### src/hw/rtl/cpc_fifo.sv
// cpc_fifo: small register queue with full and empty flags
// depends on nothing; used between front and back and at the result side
module cpc_fifo #(
  parameter int Width = 8,
  parameter int Depth = 2
) (
  input  logic             clk_i,
  input  logic             rst_ni,
  input  logic             push_i,
  input  logic [Width-1:0] data_i,
  output logic             full_o,
  input  logic             pop_i,
  output logic [Width-1:0] data_o,
  output logic             empty_o
);

  localparam int PtrWidth = (Depth > 1) ? $clog2(Depth) : 1;
  localparam int CntWidth = $clog2(Depth + 1);

  logic [Width-1:0]    mem_q [Depth];
  logic [PtrWidth-1:0] wr_ptr_q, wr_ptr_d, rd_ptr_q, rd_ptr_d;
  logic [CntWidth-1:0] count_q, count_d;
  logic                do_push, do_pop;

  assign full_o  = (count_q == CntWidth'(Depth));
  assign empty_o = (count_q == '0);
  assign do_push = push_i && !full_o;
  assign do_pop  = pop_i && !empty_o;
  assign data_o  = mem_q[rd_ptr_q];

  // pointer and count update
  always_comb begin
    wr_ptr_d = wr_ptr_q;
    rd_ptr_d = rd_ptr_q;
    count_d  = count_q;
    if (do_push) begin
      wr_ptr_d = (wr_ptr_q == PtrWidth'(Depth - 1)) ? '0 : wr_ptr_q + 1'b1;
    end
    if (do_pop) begin
      rd_ptr_d = (rd_ptr_q == PtrWidth'(Depth - 1)) ? '0 : rd_ptr_q + 1'b1;
    end
    if (do_push && !do_pop) begin
      count_d = count_q + 1'b1;
    end else if (do_pop && !do_push) begin
      count_d = count_q - 1'b1;
    end
  end

  always_ff @(posedge clk_i or negedge rst_ni) begin
    if (!rst_ni) begin
      wr_ptr_q <= '0;
      rd_ptr_q <= '0;
      count_q  <= '0;
    end else begin
      wr_ptr_q <= wr_ptr_d;
      rd_ptr_q <= rd_ptr_d;
      count_q  <= count_d;
    end
  end

  // storage
  always_ff @(posedge clk_i) begin
    if (do_push) begin
      mem_q[wr_ptr_q] <= data_i;
    end
  end

endmodule

### config.mk
export PLATFORM = sky130hd
export DESIGN_NAME = cpc_fifo
export DESIGN_NICKNAME = d
export VERILOG_FILES = /design/src/hw/rtl/cpc_fifo.sv
export SDC_FILE = /design/constraint.sdc
export NUM_CORES = 1
export LEC_CHECK = 0
export BUFFER_PORTS_ARGS = -buffer_cell sky130_fd_sc_hd__buf_2
export CAP_MARGIN = 10
export CELL_PAD_IN_SITES_DETAIL_PLACEMENT = 1
export CELL_PAD_IN_SITES_GLOBAL_PLACEMENT = 1
export CORE_MARGIN = 2
export CORE_UTILIZATION = 40
export CTS_BUF_LIST = sky130_fd_sc_hd__clkbuf_16
export DETAILED_ROUTE_END_ITERATION = 10
export PLACE_DENSITY_LB_ADDON = 0.1
export SLEW_MARGIN = 5
export SYNTH_ARGS = -nofsm -noshare
export SYNTH_HDL_FRONTEND = slang
export SYNTH_SLANG_ARGS = --single-unit
### constraint.sdc
create_clock -name clk_i -period 2.1 [get_ports clk_i]
set_clock_uncertainty 0.1 [all_clocks]
set_input_delay 0.315 -clock clk_i [delete_from_list [all_inputs] [get_ports clk_i]]
set_output_delay 0.315 -clock clk_i [all_outputs]
set_load 0.005 [all_outputs]
# After elaboration in Yosys (flattened, before gate mapping)
# Memory sizes are Yosys's and may differ from the RTL's.
# Cells that the tools add are included.
# totals
elab_cells	25
out_inout_bits	10
mem_count	1
regBits	4
ram_bits	16
in_bits	12
# memory_table
name	depth	width	read_ports	rd_clocked_by_memory_dff	wr	line	text
mem_q	2	8	1	0	1	20	logic [Width-1:0] mem_q [Depth];
# classes
n_addsub	4
n_reduce_logical	10
eq_ne	1
n_mux	6
# ops
operator	count
$logic_and 1x1->1	4
$logic_not 1->1	4
$mux 1	4
$mux 2	2
$add 1x1->1 const B	2
$add 2x1->2 const B	1
$eq 2x2->1 const B	1
$logic_not 2->1	1
$reduce_bool 2->1	1
$sub 2x1->2 const B	1

# Logic depth before layout (Yosys ltp)
# logic_depth
depth_word	7
depth_mapped	7
depth_no_buf	7

# Worst setup path after synthesis
# OpenSTA, ideal clock, no wires.
# synth_timing
path_type	reg2reg
start	register count_q[0]
end	memory mem_q[0][0], enable pin
synth_period_minus_slack_ns	1.492
setup_ns	0.370
t_required_ns	1.630
t_arrival_ns	1.022
setup_slack_ns	0.608
path_buffers	0
stages_incl_launch_ff	4
path_cell_list	dfrtp_1 nand2b_1 nand2_2 nor2_1
# synth_between
elab_chain_cells	5
# synth_rtl
element	line	text
start, declared	22	logic [CntWidth-1:0] count_q, count_d;
start signal, assigned	57	count_q <= count_d;
$eq 2x2->1	25	assign full_o = (count_q == CntWidth'(Depth));
$logic_not 1->1	27	assign do_push = push_i && !full_o;
$logic_and 1x1->1	27	
$mux 1	63	if (do_push) begin
$mux 1 (not written as such)	64	mem_q[wr_ptr_q] <= data_i;
end, declared	20	
# No other way between the ends.

# Final worst setup path
# layout_timing
start	register rd_ptr_q
end	output port data_o[7]
# layout_between
elab_chain_cells	1
# layout_rtl
element	line	text
start, declared	21	logic [PtrWidth-1:0] wr_ptr_q, wr_ptr_d, rd_ptr_q, rd_ptr_d;
start signal, assigned	56	rd_ptr_q <= rd_ptr_d;
$mem_v2 2x8	--	
end, declared	13	output logic [Width-1:0] data_o,
# No other way between the ends.

==> flow_metrics.env <==
export IMPL_grt_max_degree=12
export IMPL_n_fill_cell=174
export IMPL_place_congestion=0.673
export IMPL_syn_to_final_growth_pct=29.1
export IMPL_clkPwrFrac=0.269
export IMPL_maxCapViolations=0
export IMPL_drc=0
export IMPL_powerDensity_mw_per_mm2=1380
export IMPL_post_place_cells=90
export IMPL_die_h_um=48.2
export IMPL_dp_hpwl_um=868
export IMPL_drive_gt1_frac=0.414
export IMPL_synth_nets=57
export IMPL_clk_pin_slew_ns=0.05
export IMPL_rows=15
export IMPL_drtAntennaViolNets=0
export IMPL_rsz0062_at_grt="false"
export IMPL_p_int_mw=1.02
export IMPL_seq_area_frac_synth=0.742
export IMPL_slew_headroom=0.732
export IMPL_synth_seq_cells=20
export IMPL_wire_per_inst_um=11.8
export IMPL_worst_setup_path_end_kind="primary output"
export IMPL_cts_buffers_inserted=3
export IMPL_grt_usage=0.114
export IMPL_ys_types=15
export IMPL_worst_slack_ns=0.346
export IMPL_syn_avg_cell_area_sq_um=17.8
export IMPL_startpoint_type="flop"
export IMPL_ir_drop_mv=0.681
export IMPL_design_area_sq_mm=0.00101
export IMPL_p_leak_nw=0.426
export IMPL_io_pins=22
export IMPL_antenna_found_initial=0
export IMPL_hold_path_class="primary input to flop"
export IMPL_wl_um=1130
export IMPL_fin_crit_sh=0.835
export IMPL_initial_utilization=0.439
export IMPL_cts_sink_count=20
export IMPL_setup_viol=0
export IMPL_die_area_sq_mm=0.00232
export IMPL_fin_cells=95
export IMPL_core_sq_mm=0.00178
export IMPL_fin_crit_ns=1.75
export IMPL_slew_viol_final=0
export IMPL_h_tree_depth=1
export IMPL_synthCells=44
export IMPL_placed_area_sq_um=921
export IMPL_hold_viol=0
export IMPL_status="completed"
export IMPL_crit_type="flop to primary output"
export IMPL_cts_path_max_buffers=2
export IMPL_viasPerCell=4.51
export IMPL_vias=428
export IMPL_nets=84
export IMPL_drt_iter0_drc=4
export IMPL_cts_tree="done"
export IMPL_critPathMaxFanout=9
export IMPL_worst_pin_slew_ns=0.403
export IMPL_p_seq_frac=0.461
export IMPL_cts_resized_gates=0
export IMPL_grt_pass1_vias=398
export IMPL_p_sw_frac=0.268
export IMPL_n_antenna_cell=0
export IMPL_die_width_um=48.2
export IMPL_max_freq_mhz=570
export IMPL_post_place_ws_ns=0.511
export IMPL_worstSkewPairLatency_ns=0.24
export IMPL_portBuffers=21
export IMPL_first_pass_iters=2
export IMPL_setup_tns_ns=0
export IMPL_worstPathArrival_ns=1.34
export IMPL_cts_root_buffer="clkbuf_16"
export IMPL_switchingPower_uw=373
export IMPL_grt_pass1_wl_um=1700
export IMPL_power_mw=1.39
export IMPL_cp_required_ns=1.68
export IMPL_power_frac_comb=0.269
export IMPL_gr_total_overflow=0
export IMPL_synthesis_area_sq_um=782
export IMPL_ys_warn_count=0
-- synthesized netlist by cell type --
master / number / area share
and3_1: 1 / 0.0080
dfrtp_1: 4 / 0.13
mux2_1: 6 / 0.086
edfxtp_1: 16 / 0.61
nand2b_1: 1 / 0.0080
xnor2_2: 1 / 0.021
nand2_2: 1 / 0.0080
inv_1: 2 / 0.0096
o21ai_1: 1 / 0.0064
ha_1: 1 / 0.016
buf_2: 1 / 0.0064
mux2_2: 2 / 0.029
xor2_1: 2 / 0.022
xnor2_1: 2 / 0.022
nor2_1: 3 / 0.014
-- final cells by class --
| class | instances | area, sq um | area share |
|---|---|---|---|
| flip-flops and latches | 20 | 581 | 0.575 |
| well taps | 25 | 31.3 | 0.0310 |
| inverters | 2 | 7.51 | 0.00743 |
| clock buffers | 3 | 75.1 | 0.0743 |
| clock inverters | 1 | 3.75 | 0.00372 |
| repair buffers | 23 | 123 | 0.121 |
| multi-input cells | 21 | 189 | 0.187 |
-- path summary, 6_finish.rpt --
path	cells past startpoint	startpoint	slack, ns	to
max	2	rd_ptr_q	0.35	data_o[7]
min	1	data_i[5]	0.16	mem_q[1][5]
max reg2reg	4	count_q[0]	0.53	mem_q[0][2]
min reg2reg	1	count_q[1]	0.42	count_q[1]
max in group asynchronous	2	rst_ni	1.47	count_q[1]
min in group asynchronous	2	rst_ni	0.31	wr_ptr_q
-- repair_timing --
action / 4_1_cts / 5_1_grt
hold buffers: 1 / 0
buffers inserted: 0 / 0
endpoints found under the hold margin: 4 / 0
-- per-stage QoR --
step                       util  hold slack [ns]
after floorplan               -          -0.0806
after global placement    0.516           0.0270
after detailed placement  0.516           0.0264
after CTS                 0.566            0.153
after global routing      0.566            0.156
final                     0.566            0.156
-- power by group through the flow --
stage	sequential, mW	clock [mW]	combinational, mW
6_report	0.642	0.375	0.375
3_3_place_gp	0.650	0	0.376
4_1_cts	0.646	0.386	0.385
5_1_grt	0.659	0.400	0.419
2_1_floorplan	0.604	0	0.278
3_5_place_dp	0.651	0	0.380
-- critical path, stage by stage (launching register included) --
cell and delay [ns]:
dfrtp_1 0.58, mux2_2 0.38, buf_2 0.13
-- cell usage in the layout (no fill, tap or decap) --
master | synthesis | layout
edfxtp_1 | 16 | 16
xnor2_2 | 1 | 1
ha_1 | 1 | 1
nor2_1 | 3 | 3
nand2b_1 | 1 | 1
nand2_2 | 1 | 1
buf_2 | 1 | 21
buf_4 | 0 | 1
inv_1 | 2 | 3
clkbuf_16 | 0 | 3
dfrtp_1 | 4 | 4
mux2_1 | 6 | 6
o21ai_1 | 1 | 1
mux2_2 | 2 | 2
xor2_1 | 2 | 2
xnor2_1 | 2 | 2
and3_1 | 1 | 1
dlygate4sd3_1 | 0 | 1
-- metal layers --
layer | track usage | share of wire | vias to the layer above
met2 | 0.187 | 0.51 | 12
li1 | - | - | 211
met3 | 0.0444 | 0.050 | 0
met4 | 0.0486 | 0 | 0
met1 | 0.132 | 0.44 | 205
met5 | 0 | 0 | -
-- flip-flops by register name, summed over array words and instances, names as in the netlist --
| name | flops |
|---|---|
| wr_ptr_q | 1 |
| rd_ptr_q | 1 |
| mem_q | 16 |
| count_q | 2 |
-- cells by family after synthesis --
family | Yosys count | share of synthesized area
flip-flops | 20 | 0.742
multiplexers | 8 | 0.115
AND/OR/NAND/NOR | 6 | 0.0384
XOR/XNOR | 5 | 0.0656
buffers and inverters | 3 | 0.0160
AO/OA/AOI/OAI | 1 | 0.00639
adder cells (fa/ha/maj) | 1 | 0.0160
Power figures use the tool's default switching activity.
